File: config.mk
export PLATFORM = sky130hd
export DESIGN_NAME = uart_wake_handshake_controller
export DESIGN_NICKNAME = d
export VERILOG_FILES = /design/src/rtl/uwh_pkg.sv /design/src/rtl/uart_wake_handshake_controller.sv /design/src/rtl/uwh_in_stage.sv /design/src/rtl/uwh_core.sv
export SDC_FILE = /design/constraint.sdc
export NUM_CORES = 1
export LEC_CHECK = 0
export BUFFER_PORTS_ARGS = -buffer_cell sky130_fd_sc_hd__buf_4
export CAP_MARGIN = 20
export CORE_ASPECT_RATIO = 0.9
export CORE_MARGIN = 3
export CORE_UTILIZATION = 55
export CTS_CLUSTER_DIAMETER = 30
export CTS_CLUSTER_SIZE = 8
export DETAILED_ROUTE_END_ITERATION = 10
export HOLD_SLACK_MARGIN = 0.03
export PLACE_DENSITY = 0.73
export SYNTH_ARGS = -nofsm -noshare
export SYNTH_HDL_FRONTEND = slang
export SYNTH_SLANG_ARGS = --single-unit
File: constraint.sdc
create_clock -name clk -period 6.4 [get_ports clk]
set_clock_uncertainty 0.1 [all_clocks]
set_input_delay 1.92 -clock clk [delete_from_list [all_inputs] [get_ports clk]]
set_output_delay 1.92 -clock clk [all_outputs]
set_load 0.02 [all_outputs]
File: src/rtl/uwh_pkg.sv
package uwh_pkg;

    localparam int unsigned LENGTH_WIDTH = 16;
    localparam int unsigned ADDR_WIDTH   = 32;
    localparam int unsigned CNT_WIDTH    = 16;

    localparam logic [CNT_WIDTH-1:0] DEFAULT_ACK_TIMEOUT = CNT_WIDTH'(100);
    localparam logic [CNT_WIDTH-1:0] CNT_MAX             = '1;

    localparam logic [2:0] CMD_SEND_REQ  = 3'd0;
    localparam logic [2:0] CMD_REQ_FELL  = 3'd1;
    localparam logic [2:0] CMD_SEND_DONE = 3'd2;
    localparam logic [2:0] CMD_RDY_ROSE  = 3'd3;
    localparam logic [2:0] CMD_RDY_FELL  = 3'd4;
    localparam logic [2:0] CMD_MS_TICK   = 3'd5;

    localparam logic [1:0] PIN_LOW      = 2'd0;
    localparam logic [1:0] PIN_RELEASED = 2'd1;
    localparam logic [1:0] PIN_HIGH     = 2'd2;

    typedef enum logic [1:0] {
        PH_IDLE   = 2'd0,
        PH_WAIT   = 2'd1,
        PH_ACTIVE = 2'd2
    } phase_t;

    typedef struct packed {
        logic [2:0]              cmd;
        logic [ADDR_WIDTH-1:0]   buffer_address;
        logic [LENGTH_WIDTH-1:0] transfer_length;
        logic                    send_ok;
    } in_item_t;

    typedef struct packed {
        logic                    accepted;
        logic [1:0]              req_pin;
        logic                    rdy_pulse_low;
        logic                    rdy_watch_rising;
        logic                    rx_enable;
        logic [LENGTH_WIDTH-1:0] send_length;
        logic [ADDR_WIDTH-1:0]   send_address;
        logic [1:0]              tx_state;
        logic [CNT_WIDTH-1:0]    unexpected_count;
        logic [CNT_WIDTH-1:0]    send_error_count;
        logic [CNT_WIDTH-1:0]    ack_timeout_count;
        logic [CNT_WIDTH-1:0]    request_count;
    } out_item_t;

    function automatic logic [CNT_WIDTH-1:0] sat_inc(input logic [CNT_WIDTH-1:0] v);
        logic [CNT_WIDTH-1:0] r;
        r = (v == CNT_MAX) ? CNT_MAX : v + CNT_WIDTH'(1);
        return r;
    endfunction

endpackage

File: src/rtl/uart_wake_handshake_controller.sv
// Request/ready handshake controller for a low-power UART link. Each input item is one
// event (send request, request wire fell, send done, ready rose, ready fell, 1 ms tick)
// and produces exactly one result item carrying the wire drive levels, the ready edge to
// watch, receive enable, a send start (nonzero send_length), the send state and four
// saturating counters. Items flow through an input register and a result register with
// combinational logic between them: one item per clock sustained while out_ready is high;
// the result register loads from the input register; out_ready low stalls the result
// register and backs up into in_ready. cfg_we loads the acknowledge timeout in ms ticks
// (0 selects 100) and should only be used while no items are in flight.
module uart_wake_handshake_controller (
    input  logic                          clk,
    input  logic                          rst_n,
    input  logic                          in_valid,
    output logic                          in_ready,
    input  uwh_pkg::in_item_t             in_data,
    output logic                          out_valid,
    input  logic                          out_ready,
    output uwh_pkg::out_item_t            out_data,
    input  logic                          cfg_we,
    input  logic [uwh_pkg::CNT_WIDTH-1:0] cfg_data
);
    import uwh_pkg::*;

    logic     item_valid;
    logic     item_take;
    in_item_t item_data;

    uwh_in_stage u_in_stage (
        .clk        (clk),
        .rst_n      (rst_n),
        .in_valid   (in_valid),
        .in_ready   (in_ready),
        .in_data    (in_data),
        .item_valid (item_valid),
        .item_take  (item_take),
        .item_data  (item_data)
    );

    uwh_core u_core (
        .clk        (clk),
        .rst_n      (rst_n),
        .cfg_we     (cfg_we),
        .cfg_data   (cfg_data),
        .item_valid (item_valid),
        .item_take  (item_take),
        .item_data  (item_data),
        .out_valid  (out_valid),
        .out_ready  (out_ready),
        .out_data   (out_data)
    );

endmodule

File: src/rtl/uwh_in_stage.sv
module uwh_in_stage (
    input  logic              clk,
    input  logic              rst_n,
    input  logic              in_valid,
    output logic              in_ready,
    input  uwh_pkg::in_item_t in_data,
    output logic              item_valid,
    input  logic              item_take,
    output uwh_pkg::in_item_t item_data
);
    import uwh_pkg::*;

    logic     valid_reg;
    logic     valid_next;
    in_item_t data_reg;

    assign in_ready   = !valid_reg || item_take;
    assign valid_next = (in_valid && in_ready) ? 1'b1 : (item_take ? 1'b0 : valid_reg);

    always_ff @(posedge clk or negedge rst_n)
    begin
        if (!rst_n)
        begin
            valid_reg <= 1'b0;
        end
        else
        begin
            valid_reg <= valid_next;
        end
    end

    always_ff @(posedge clk)
    begin
        if (in_valid && in_ready)
        begin
            data_reg <= in_data;
        end
    end

    assign item_valid = valid_reg;
    assign item_data  = data_reg;

endmodule

File: src/rtl/uwh_core.sv
module uwh_core (
    input  logic                            clk,
    input  logic                            rst_n,
    input  logic                            cfg_we,
    input  logic [uwh_pkg::CNT_WIDTH-1:0]   cfg_data,
    input  logic                            item_valid,
    output logic                            item_take,
    input  uwh_pkg::in_item_t               item_data,
    output logic                            out_valid,
    input  logic                            out_ready,
    output uwh_pkg::out_item_t              out_data
);
    import uwh_pkg::*;

    phase_t                  phase_reg,     phase_next;
    logic                    rx_reg,        rx_next;
    logic                    watch_reg,     watch_next;
    logic [CNT_WIDTH-1:0]    elapsed_reg,   elapsed_next;
    logic [ADDR_WIDTH-1:0]   addr_reg,      addr_next;
    logic [LENGTH_WIDTH-1:0] len_reg,       len_next;
    logic [CNT_WIDTH-1:0]    stray_reg,     stray_next;
    logic [CNT_WIDTH-1:0]    refused_reg,   refused_next;
    logic [CNT_WIDTH-1:0]    timeouts_reg,  timeouts_next;
    logic [CNT_WIDTH-1:0]    peer_reg,      peer_next;
    logic [CNT_WIDTH-1:0]    timeout_reg,   timeout_next;
    logic                    out_valid_reg, out_valid_next;
    out_item_t               out_data_reg,  out_data_next;

    logic                    accepted;
    logic                    pulse;
    logic [LENGTH_WIDTH-1:0] s_len;
    logic [ADDR_WIDTH-1:0]   s_addr;
    logic [CNT_WIDTH-1:0]    elapsed_inc;

    assign item_take   = item_valid && (!out_valid_reg || out_ready);
    assign elapsed_inc = sat_inc(elapsed_reg);

    always_comb
    begin
        phase_next    = phase_reg;
        rx_next       = rx_reg;
        watch_next    = watch_reg;
        elapsed_next  = elapsed_reg;
        addr_next     = addr_reg;
        len_next      = len_reg;
        stray_next    = stray_reg;
        refused_next  = refused_reg;
        timeouts_next = timeouts_reg;
        peer_next     = peer_reg;
        accepted      = 1'b0;
        pulse         = 1'b0;
        s_len         = '0;
        s_addr        = '0;

        unique case (item_data.cmd)
            CMD_SEND_REQ:
            begin
                if (item_data.transfer_length != '0 && phase_reg == PH_IDLE)
                begin
                    addr_next    = item_data.buffer_address;
                    len_next     = item_data.transfer_length;
                    elapsed_next = '0;
                    phase_next   = PH_WAIT;
                    accepted     = 1'b1;
                end
            end
            CMD_REQ_FELL:
            begin
                if (phase_reg != PH_WAIT)
                begin
                    stray_next = sat_inc(stray_reg);
                end
                else if (item_data.send_ok)
                begin
                    phase_next = PH_ACTIVE;
                    s_len      = len_reg;
                    s_addr     = addr_reg;
                end
                else
                begin
                    refused_next = sat_inc(refused_reg);
                    phase_next   = PH_IDLE;
                    elapsed_next = '0;
                    addr_next    = '0;
                    len_next     = '0;
                end
            end
            CMD_SEND_DONE:
            begin
                if (phase_reg != PH_ACTIVE)
                begin
                    stray_next = sat_inc(stray_reg);
                end
                else
                begin
                    phase_next   = PH_IDLE;
                    elapsed_next = '0;
                    addr_next    = '0;
                    len_next     = '0;
                end
            end
            CMD_RDY_ROSE:
            begin
                if (rx_reg)
                begin
                    stray_next = sat_inc(stray_reg);
                end
                else
                begin
                    rx_next    = 1'b1;
                    pulse      = 1'b1;
                    peer_next  = sat_inc(peer_reg);
                    watch_next = 1'b0;
                end
            end
            CMD_RDY_FELL:
            begin
                if (!rx_reg)
                begin
                    stray_next = sat_inc(stray_reg);
                end
                rx_next    = 1'b0;
                watch_next = 1'b1;
            end
            CMD_MS_TICK:
            begin
                if (phase_reg == PH_WAIT)
                begin
                    if (elapsed_inc >= timeout_reg)
                    begin
                        timeouts_next = sat_inc(timeouts_reg);
                        phase_next    = PH_IDLE;
                        elapsed_next  = '0;
                        addr_next     = '0;
                        len_next      = '0;
                    end
                    else
                    begin
                        elapsed_next = elapsed_inc;
                    end
                end
            end
            default:
            begin
            end
        endcase
    end

    always_comb
    begin
        out_data_next.accepted          = accepted;
        unique case (phase_next)
            PH_WAIT:   out_data_next.req_pin = PIN_RELEASED;
            PH_ACTIVE: out_data_next.req_pin = PIN_HIGH;
            default:   out_data_next.req_pin = PIN_LOW;
        endcase
        out_data_next.rdy_pulse_low     = pulse;
        out_data_next.rdy_watch_rising  = watch_next;
        out_data_next.rx_enable         = rx_next;
        out_data_next.send_length       = s_len;
        out_data_next.send_address      = s_addr;
        out_data_next.tx_state          = phase_next;
        out_data_next.unexpected_count  = stray_next;
        out_data_next.send_error_count  = refused_next;
        out_data_next.ack_timeout_count = timeouts_next;
        out_data_next.request_count     = peer_next;
    end

    assign out_valid_next = item_take ? 1'b1 : (out_ready ? 1'b0 : out_valid_reg);
    assign timeout_next   = (cfg_data == '0) ? DEFAULT_ACK_TIMEOUT : cfg_data;

    always_ff @(posedge clk or negedge rst_n)
    begin
        if (!rst_n)
        begin
            phase_reg     <= PH_IDLE;
            rx_reg        <= 1'b0;
            watch_reg     <= 1'b1;
            elapsed_reg   <= '0;
            addr_reg      <= '0;
            len_reg       <= '0;
            stray_reg     <= '0;
            refused_reg   <= '0;
            timeouts_reg  <= '0;
            peer_reg      <= '0;
            timeout_reg   <= DEFAULT_ACK_TIMEOUT;
            out_valid_reg <= 1'b0;
        end
        else
        begin
            if (item_take)
            begin
                phase_reg    <= phase_next;
                rx_reg       <= rx_next;
                watch_reg    <= watch_next;
                elapsed_reg  <= elapsed_next;
                addr_reg     <= addr_next;
                len_reg      <= len_next;
                stray_reg    <= stray_next;
                refused_reg  <= refused_next;
                timeouts_reg <= timeouts_next;
                peer_reg     <= peer_next;
            end
            if (cfg_we)
            begin
                timeout_reg <= timeout_next;
            end
            out_valid_reg <= out_valid_next;
        end
    end

    always_ff @(posedge clk)
    begin
        if (item_take)
        begin
            out_data_reg <= out_data_next;
        end
    end

    assign out_valid = out_valid_reg;
    assign out_data  = out_data_reg;

    // watched ready edge always opposes the receive state
    a_watch_vs_rx: assert property (@(posedge clk) disable iff (!rst_n)
        watch_reg != rx_reg)
        else $error("ready watch edge out of step with receive state");

    // a held transfer exists exactly while the send side is busy
    a_held_len: assert property (@(posedge clk) disable iff (!rst_n)
        (phase_reg == PH_IDLE) == (len_reg == '0))
        else $error("held length inconsistent with send phase");

    a_accept_wait: assert property (@(posedge clk) disable iff (!rst_n)
        out_valid_reg && out_data_reg.accepted |-> out_data_reg.tx_state == PH_WAIT)
        else $error("accepted request not waiting for acknowledge");

    a_start_active: assert property (@(posedge clk) disable iff (!rst_n)
        out_valid_reg && out_data_reg.send_length != '0 |->
            out_data_reg.tx_state == PH_ACTIVE)
        else $error("send start without active send side");

    a_pulse_rx: assert property (@(posedge clk) disable iff (!rst_n)
        out_valid_reg && out_data_reg.rdy_pulse_low |-> out_data_reg.rx_enable)
        else $error("ready pulse without receiver enabled");

    a_timeout_cfg: assert property (@(posedge clk) disable iff (!rst_n)
        timeout_reg != '0)
        else $error("zero acknowledge timeout loaded");

endmodule

==> results.md, run 1 <==
* Hold Startpoint: u_in_stage.item_data[35]
* Crit path required time at 6.76 ns
* Synth top area share at 36.4%
* Slowest-stage cell, CP: nor4b_1
* Nature of the critical path endpoint: flop
* Hold Buf Count CTS at 0
* Period utilization at 78.0%
* Worst r2r src: u_core.elapsed_reg[2]
* Post-synth ARST share at 46.6%
* Total GRT Usage at 22.2%
* Drt total wl at 30.9 mm
* Initial antenna violation count at 1
* Outcome: complete, no violations
* Vias per cell at 5.63
* CP Cell Sequence: nand4_1 > nor2_1 > nor4b_1 > and3_1 > xnor2_1 > nand2_1 > ha_1 > nand4_1 > or3_1 > a311o_1 > nand3_1 > nand2_2 > a22o_1
* Fin Setup TNS at 0 ns
* Max reg flops at 120
* Clock latency on the worst-skew pair at 0.58 ns
* Post-CTS setup buffer count at 0
* Layout fillers at 1776
* Multi-input gate area at 4900 um^2
* Most used cell, CP: nand4_1
* Final setup violation count at 0
* R2R cell count at 13
* CP Max Fanout at 48
* Synth warn at 0
* Clock Path Buffers at 3
* Row Count at 55
* Layout cells sized above 1 at 23.4%
* H-tree levels at 2
* Hold Path End: u_core.addr_reg[18]
* Largest net degree at the start of global routing at 116
* Wire per inst at 17.1 um
* Top Ports at 195
* Maxcap violations at 0
* Slew Viols, Final at 0
* Arr. time, crit path at 5.35 ns
* Worst vdd ir at 0.237 mV
* Fin. Hold Viols at 0
* Critical path type: flop to flop
* CTS root buf: clkbuf_16
* Cell depth of the worst hold path at 1
* Synthesized flop and latch total at 322
* Drt drc at 0
* Cell taking the most area after synthesis: edfxtp_1
* Leak at 0.00780 uW
* Clock Sinks at 322
* Hpwl dp at 20.0 mm
* First-pass GRT wire length at 49.9 mm
* Die X at 175 um
* Worst-margin pin slew at 1.07 ns
* CP Launch Type: flop
* Hold Crit Class: flop to flop
* Pre-antenna DRT Iters at 5
* Synth Area in Simple Gates at 15.2%
* Ant diodes at 0
* EDFF count, synth at 172
* Iteration-0 DRC Markers at 814
* Largest family of logic cells by synthesized area: simple AND/OR/NAND/NOR gates
* Crit-path max cell delay at 0.62 ns
* Synth Area in Adders at 1.85%
* RSZ-0062 raised after global routing: false
* Multiplexer share of the synthesized area at 2.35%
* FF/Latch Area at 8920 um^2
* Cell area after synthesis at 14200 um^2
* Slew Limit Headroom at 28.3%
* Chip height at 158 um
* Yosys cell types at 59
* Core area at 25300 um^2
* Die footprint at 27800 um^2
* PnR worst setup slack at 1.41 ns
* Fin nets at 1512
* Compound-Gate Fraction of Synth Area at 13.0%
* CTS tree: built
* Initial Util at 56.2%
* Syn_area_per_cell at 11.7 um^2
* Syn nets at 1305
* Largest cells by area after synthesis: edfxtp_1 (36%), dfrtp_1 (26%), nand2_1 (3.9%), a21oi_1 (3.3%), a22o_1 (3.1%)
* Area delta synth->final at 26.7%
* Highest Clock Rate at 200 MHz
* Post-synthesis sequential area ratio at 62.9%
* Pre-CTS setup slack at 1.46 ns
* Synth Flop Type: edfxtp_1
* Via count at 10192
* CTS resizes at 0
* Final Critical Period at 4.99 ns
* Grt ovf at 0
* Antenna viol nets, final at 0
* Crit Reg-Reg Endpoint: u_core.len_reg[3]
* Post-Synth XOR/XNOR Area at 2.04%
* RePlAce Congestion at 0.883
* PD cells at 357 nW/um^2
* Vias in the first global route at 9631
* Clock transition at the registers of the reported paths at 0.05 ns
* R2R Setup Slk at 1.41 ns
* Synthesized instance count at 1211
* # port buffers at 194
* CTS Buf Count at 60
==> area by class of cell <==
| type | instances | share of cell area (%) |
|---|---|---|
| Clock buffer | 88 | 9.50 |
| Clock inverter | 25 | 1.81 |
| Inverter | 33 | 0.717 |
| Multi-Input combinational cell | 795 | 27.3 |
| Sequential cell | 322 | 49.7 |
| Tap cell | 342 | 2.38 |
| Timing Repair Buffer | 206 | 8.63 |
==> layout by cell type (no fill, tap or decap), drive strengths merged, types with 8 or more instances in the layout <==
cell type,n
nand2,147
inv,33
clkinv,16
a31oi,35
clkbuf,88
nand2b,12
nor3,12
xnor2,16
and3,26
a22o,50
xor2,17
mux2,26
nor2,54
edfxtp,172
ha,21
and2,59
buf,206
a21oi,93
o21ai,57
nand3,56
nor4,13
a41oi,8
a211o,8
dfrtp,146
nand4,19
==> per-stage QoR <==
stage / utilization, % / instance area (um^2) / power, uW / std cells / hold WS [ns]
after global placement: 63.1 / 15900 / 3380 / 1698 / 0.344
after CTS: 71.1 / 18000 / 6470 / 1811 / 0.359
final: 71.1 / 18000 / 6420 / 1811 / 0.356
after global routing: 71.1 / 18000 / 6690 / 1811 / 0.368
after detailed placement: 63.1 / 15900 / 3410 / 1698 / 0.348
after floorplan: - / 14200 / 3110 / 1211 / 0.343
==> cells by family (layout without fill, tap and decap cells) <==
group / count (synthesis) / in the layout
buffers and inverters: 94 / 352
multiplexers: 30 / 30
XOR/XNOR: 33 / 33
AND/OR/NAND/NOR: 427 / 427
flip-flops: 322 / 322
AO/OA/AOI/OAI: 284 / 284
adder cells (fa/ha/maj): 21 / 21
==> Yosys cell counts, types with 6 or more instances <==
master / n
a211o_1: 8
a21oi_1: 93
a22o_1: 50
a31oi_1: 34
a41oi_1: 8
and2_1: 58
and3_1: 26
and4_1: 7
buf_2: 15
clkbuf_1: 42
dfrtp_1: 146
edfxtp_1: 172
ha_1: 21
inv_1: 32
mux2_2: 25
nand2_1: 147
nand2b_1: 12
nand3_1: 56
nand4_1: 19
nor2_1: 54
nor3_1: 10
nor4_1: 12
o21a_1: 7
o21ai_0: 57
o22a_1: 6
xnor2_1: 16
xor2_1: 17
==> worst max path at each step <==
stage / slack, ns / endpoint / from / cells past startpoint
after floorplan: 1.54 / u_core.peer_reg[6] / out_ready / 7
after global placement: 1.62 / u_core.refused_reg[0] / out_ready / 7
after detailed placement: 1.46 / u_core.addr_reg[9] / u_core.elapsed_reg[2] / 13
after CTS: 1.46 / u_core.addr_reg[9] / u_core.elapsed_reg[2] / 13
after global routing: 0.93 / u_core.addr_reg[9] / u_core.elapsed_reg[0] / 13
final: 1.41 / u_core.len_reg[3] / u_core.elapsed_reg[2] / 13
==> per-layer routing <==
layer	global-route usage [%]	share of wire (%)	vias to the layer above	wire, um
met2	34.3	47	342	14500
li1	-	-	4916	-
met3	4.94	7.0	49	2170
met5	0	0.065	-	20
met4	6.84	1.7	2	534
met1	31.8	44	4883	13700
==> worst max-delay path, delay by kind of cell (launching register included) <==
kind	cells	cell delay, ns
AND/OR/NAND/NOR	9	2.97
AO/OA/AOI/OAI	2	0.87
flip-flops	1	0.45
adder cells (fa/ha/maj)	1	0.34
XOR/XNOR	1	0.13
==> power breakdown <==
group,internal [uW],switching (uW),total (uW),leakage (uW)
clock network,2010,1030,3040,0.000971
registers,2470,169,2640,0.00368
logic,326,413,739,0.00314
Note: power is estimated with default switching activity, not from simulation.
==> run 2: changes to the inputs <==
clock period = 5 ns   (was 6.4 ns; I/O delays follow)
==> run 2 against run 1 <==
Combinational power is 30% higher. Design area grew 0.29%. Final cell count is 0.50% higher. Die area is the same. Sequential power is 28% higher. First-iteration DRC count increased by 8.2%. Largest power group unchanged.
==> results.md, run 2 (synthesis results as in run 1) <==
* Outcome: complete, no violations
* Clock Sinks at 322
* Slew Limit Headroom at 32.6%
* Period utilization at 91.9%
* Final setup violation count at 0
* Layout cells sized above 1 at 23.9%
* # port buffers at 194
* Multi-input gate area at 4900 um^2
* Area delta synth->final at 27.0%
* Total Power at 8250 uW
* Vias per cell at 5.70
* Chip height at 158 um
* Worst-margin pin slew at 1.00 ns
* Clock transition at the registers of the reported paths at 0.05 ns
* Iteration-0 DRC Markers at 881
* Cell depth of the worst hold path at 1
* Hpwl dp at 20.3 mm
* FF/Latch Area at 8920 um^2
* Most used cell, CP: nand4_1
* Die footprint at 27800 um^2
* CP Cell Sequence: nand4_1 > nor2_1 > buf_4 > nor4b_1 > and3_1 > xnor2_1 > nand2_1 > ha_1 > nand4_1 > or3_1 > a311o_1 > a31oi_2 > and2_1 > a41oi_1
* R2R cell count at 14
* Worst vdd ir at 0.334 mV
* Worst r2r src: u_core.elapsed_reg[2]
* Fin. Hold Viols at 0
* Hold Crit Class: flop to flop
* Drt total wl at 31.8 mm
* H-tree levels at 2
* CTS root buf: clkbuf_16
* Leak at 0.00785 uW
* Initial Util at 56.2%
* Slew Viols, Final at 0
* Arr. time, crit path at 4.77 ns
* Post-CTS setup buffer count at 0
* Core area at 25300 um^2
* Top Ports at 195
* RePlAce Congestion at 0.863
* PD cells at 458 nW/um^2
* Critical path type: flop to flop
* Slowest-stage cell, CP: nor4b_1
* Grt ovf at 0
* Layout fillers at 1797
* Crit path required time at 5.17 ns
* CTS tree: built
* Nature of the critical path endpoint: flop
* Clock Path Buffers at 3
* Largest net degree at the start of global routing at 69
* Row Count at 55
* CTS Buf Count at 61
* Vias in the first global route at 9856
* Commonest non-fill, non-tap cells in the layout: buf_4 (210), edfxtp_1 (172), nand2_1 (146), dfrtp_1 (146), a21oi_1 (93)
* Pre-antenna DRT Iters at 6
* Hold Path End: u_core.addr_reg[9]
* Ant diodes at 0
* Initial antenna violation count at 1
* Maxcap violations at 0
* Crit Reg-Reg Endpoint: u_core.out_data[25]
* Via count at 10375
* Fin Setup TNS at 0 ns
* Clock latency on the worst-skew pair at 0.57 ns
* Most common cell after layout, fill and taps aside: buf_4
* Drt drc at 0
* CP Max Fanout at 11
* Crit-path max cell delay at 0.63 ns
* Die X at 175 um
* CTS resizes at 0
* Wire per inst at 17.5 um
* Total GRT Usage at 22.3%
* Final Critical Period at 4.59 ns
* Max reg flops at 120
* Antenna viol nets, final at 0
* CP Launch Type: flop
* RSZ-0062 raised after global routing: false
* Highest Clock Rate at 218 MHz
* First-pass GRT wire length at 50.3 mm
* Hold Startpoint: u_in_stage.item_data[26]
* Fin nets at 1520
* R2R Setup Slk at 0.41 ns
* Hold Buf Count CTS at 0
==> run 2: cell count changes in the layout (fill, tap and decap cells not counted) <==
cell	before	now
clkbuf_16	60	61
bufinv_16	4	6
clkinv_1	2	3
clkinv_4	4	3
clkinv_2	7	13
clkbuf_1	18	17
clkinv_8	0	2
inv_6	1	2
clkinv_16	3	0
clkbuf_8	10	4
buf_4	205	210
buf_12	0	2
==> run 2: layout make-up <==
cell class	instances	area share [%]
Multi-Input combinational cell	795	27.2
Timing Repair Buffer	213	9.03
Clock buffer	82	9.13
Inverter	33	0.715
Tap cell	342	2.37
Clock inverter	33	2.01
Sequential cell	322	49.5
==> run 2: stage by stage <==
stage               setup slack [ns]  cells  cell area [um^2]  hold slack [ns]  util, %
finish                         0.405   1820             18000            0.357     71.3
global route                  0.0458   1820             18000            0.377     71.3
CTS                            0.412   1820             18000            0.363     71.3
detailed placement             0.426   1705             16000            0.349     63.4
global placement               0.671   1705             16000            0.345     63.4
floorplan                      0.565   1211             14200            0.343        -
==> run 2: worst max-delay path by stage <==
stage	from	endpoint	slack (ns)
final	u_core.elapsed_reg[2]	u_core.out_data[25]	0.41
after global routing	u_core.elapsed_reg[2]	u_core.out_data[25]	0.05
after CTS	u_core.elapsed_reg[2]	u_core.out_data[25]	0.41
after detailed placement	u_core.elapsed_reg[2]	u_core.out_data[25]	0.43
after global placement	u_core.elapsed_reg[2]	u_core.out_data[25]	0.67
after floorplan	out_ready	u_core.peer_reg[6]	0.56
==> run 2: layer usage <==
layer	up-vias	wire, um	GRT usage [%]	part of all wire [%]
li1	4929	-	-	-
met1	5041	13900	30.7	44
met2	346	15100	36.0	47
met3	57	2020	4.65	6.3
met4	2	750	7.52	2.4
met5	-	9	0	0.028
==> run 2: critical path: cells and delay by family, from the launching register on <==
kind	cells	cell delay, ns
buf+inv	1	0.15
flops	1	0.47
fa+ha+maj	1	0.32
compound gates	3	0.85
xor+xnor	1	0.13
simple gates	8	2.28
==> run 2: where the power goes <==
part           leakage [uW]  switching, uW  internal (uW)
logic               0.00319            539            425
registers           0.00368            217           3170
clock network      0.000972           1300           2600
total               0.00785           2060           6190
==> run 3: changes to the inputs <==
CTS_BUF_LIST = sky130_fd_sc_hd__clkbuf_4   (was not set)
==> run 3 against run 2 <==
Non-clock buffer count stayed put. Die area is the same. Design area shrank 5.7%. Core utilization shrank 4.0 points. Setup slack worse by 0.0018 ns. Clock power decreased by 44%. Flip-flop and latch count unchanged. Fmax about the same. Global-route usage fell by 0.82 points. Critical endpoint unchanged. Highest routed layer unchanged.
==> results.md, run 3 (synthesis results as in run 1) <==
* Nature of the critical path endpoint: flop
* Maxcap violations at 0
* Worst r2r src: u_core.elapsed_reg[2]
* Arr. time, crit path at 4.90 ns
* # placed instances at 1705
* Grt ovf at 0
* CP Launch Type: flop
* Clock latency on the worst-skew pair at 0.71 ns
* H-tree levels at 2
* CP Launch Point: u_core.elapsed_reg[2]
* Fin. Hold Viols at 0
* # port buffers at 194
* Fin nets at 1520
* PD cells at 384 nW/um^2
* Leak at 0.00743 uW
* Outcome: complete, no violations
* Finished Layout Cells at 1821
* Drt drc at 0
* Critical path type: flop to flop
* Post-CTS setup buffer count at 0
* Pre-antenna DRT Iters at 4
* Worst-margin pin slew at 0.984 ns
* Top Ports at 195
* RSZ-0062 raised after global routing: false
* CTS root buf: clkbuf_4
* Row Count at 55
* CTS Buf Count at 61
* Worst hold margin at 0.366 ns
* Clock Sinks at 322
* Hold Startpoint: u_in_stage.item_data[37]
* Antenna viol nets, final at 0
* Clock Path Buffers at 3
* Crit path required time at 5.31 ns
* PnR worst setup slack at 0.403 ns
* Commonest non-fill, non-tap cells in the layout: buf_4 (210), edfxtp_1 (172), nand2_1 (146), dfrtp_1 (146), a21oi_1 (93)
* Total GRT Usage at 21.5%
* Worst vdd ir at 0.252 mV
* Chip height at 158 um
* Fin Setup TNS at 0 ns
* Final setup violation count at 0
* CP Max Fanout at 11
* Hold Buf Count CTS at 0
* CTS resizes at 0
* Area delta synth->final at 19.9%
* CTS tree: built
* Pre-CTS setup slack at 0.426 ns
* Drt total wl at 30.4 mm
* Initial Util at 56.2%
* Max reg flops at 120
* Die X at 175 um
* Iteration-0 DRC Markers at 889
* Initial antenna violation count at 2
* Most common cell after layout, fill and taps aside: buf_4
* Hold Crit Class: flop to flop
* Hpwl dp at 20.3 mm
* Final core utilization at 67.3%
* Layout cells sized above 1 at 24.8%
* Largest net degree at the start of global routing at 69
* Slew Limit Headroom at 33.9%
* Slew Viols, Final at 0
* Via count at 10251
* Core area at 25300 um^2
* Highest Clock Rate at 218 MHz
* First-pass GRT wire length at 48.6 mm
* Final Critical Period at 4.60 ns
* Die footprint at 27800 um^2
* Vias in the first global route at 9639
* Period utilization at 91.9%
* Vias per cell at 5.63
* Wire per inst at 16.7 um
* RePlAce Congestion at 0.863
* Clock transition at the registers of the reported paths at 0.09 ns
[run 3: cell count changes in the layout (fill, tap and decap cells not counted), sizes merged]
cell,delta
clkbuf,-4
bufinv,+2
clkinv,+2
diode,+1
[run 3: per-stage QoR]
| stage | instance area (um^2) | power, uW |
|---|---|---|
| floorplan | 14200 | 3980 |
| global placement | 16000 | 4340 |
| detailed placement | 16000 | 4380 |
| CTS | 17000 | 6590 |
| global route | 17000 | 6860 |
| finish | 17000 | 6520 |
[run 3: worst paths after layout]
check | endpoint | slack [ns] | depth (start not counted)
setup / recovery | u_core.out_data[25] | 0.40 | 14
hold / removal | u_core.addr_reg[20] | 0.37 | 1
setup reg to reg | u_core.out_data[25] | 0.40 | 14
hold reg to reg | u_core.addr_reg[20] | 0.37 | 1
max in group asynchronous | u_core.refused_reg[14] | 3.27 | 2
min in group asynchronous | u_core.peer_reg[13] | 0.72 | 1
[run 3: critical path, stage by stage, from the launching register on]
cell,delay [ns]
dfrtp_1,0.48
nand4_1,0.18
nor2_1,0.12
buf_4,0.16
nor4b_1,0.62
and3_1,0.32
xnor2_1,0.13
nand2_1,0.07
ha_1,0.32
nand4_1,0.11
or3_1,0.41
a311o_1,0.39
a31oi_2,0.29
and2_1,0.45
a41oi_1,0.17
[run 3: layer usage]
layer / global-route usage [%] / share of wire (%) / up-vias
li1: - / - / 4945
met1: 30.4 / 45 / 4934
met2: 33.7 / 46 / 312
met3: 4.67 / 6.2 / 58
met4: 6.99 / 2.3 / 2
met5: 0 / 0.030 / -
[run 3: power breakdown]
group / switching [uW] / internal (uW)
logic: 533 / 425
registers: 214 / 3150
clock network: 1020 / 1180
total: 1770 / 4750
[run 3: final cells by class]
cell class / count / area, um^2
sequential: 322 / 8920
clock inverter: 37 / 399
tap: 342 / 428
fill: 1944 / 8260
multi-input combinational: 795 / 4900
timing repair buffer: 213 / 1630
antenna: 1 / 2.50
inverter: 33 / 129
clock buffer: 78 / 586
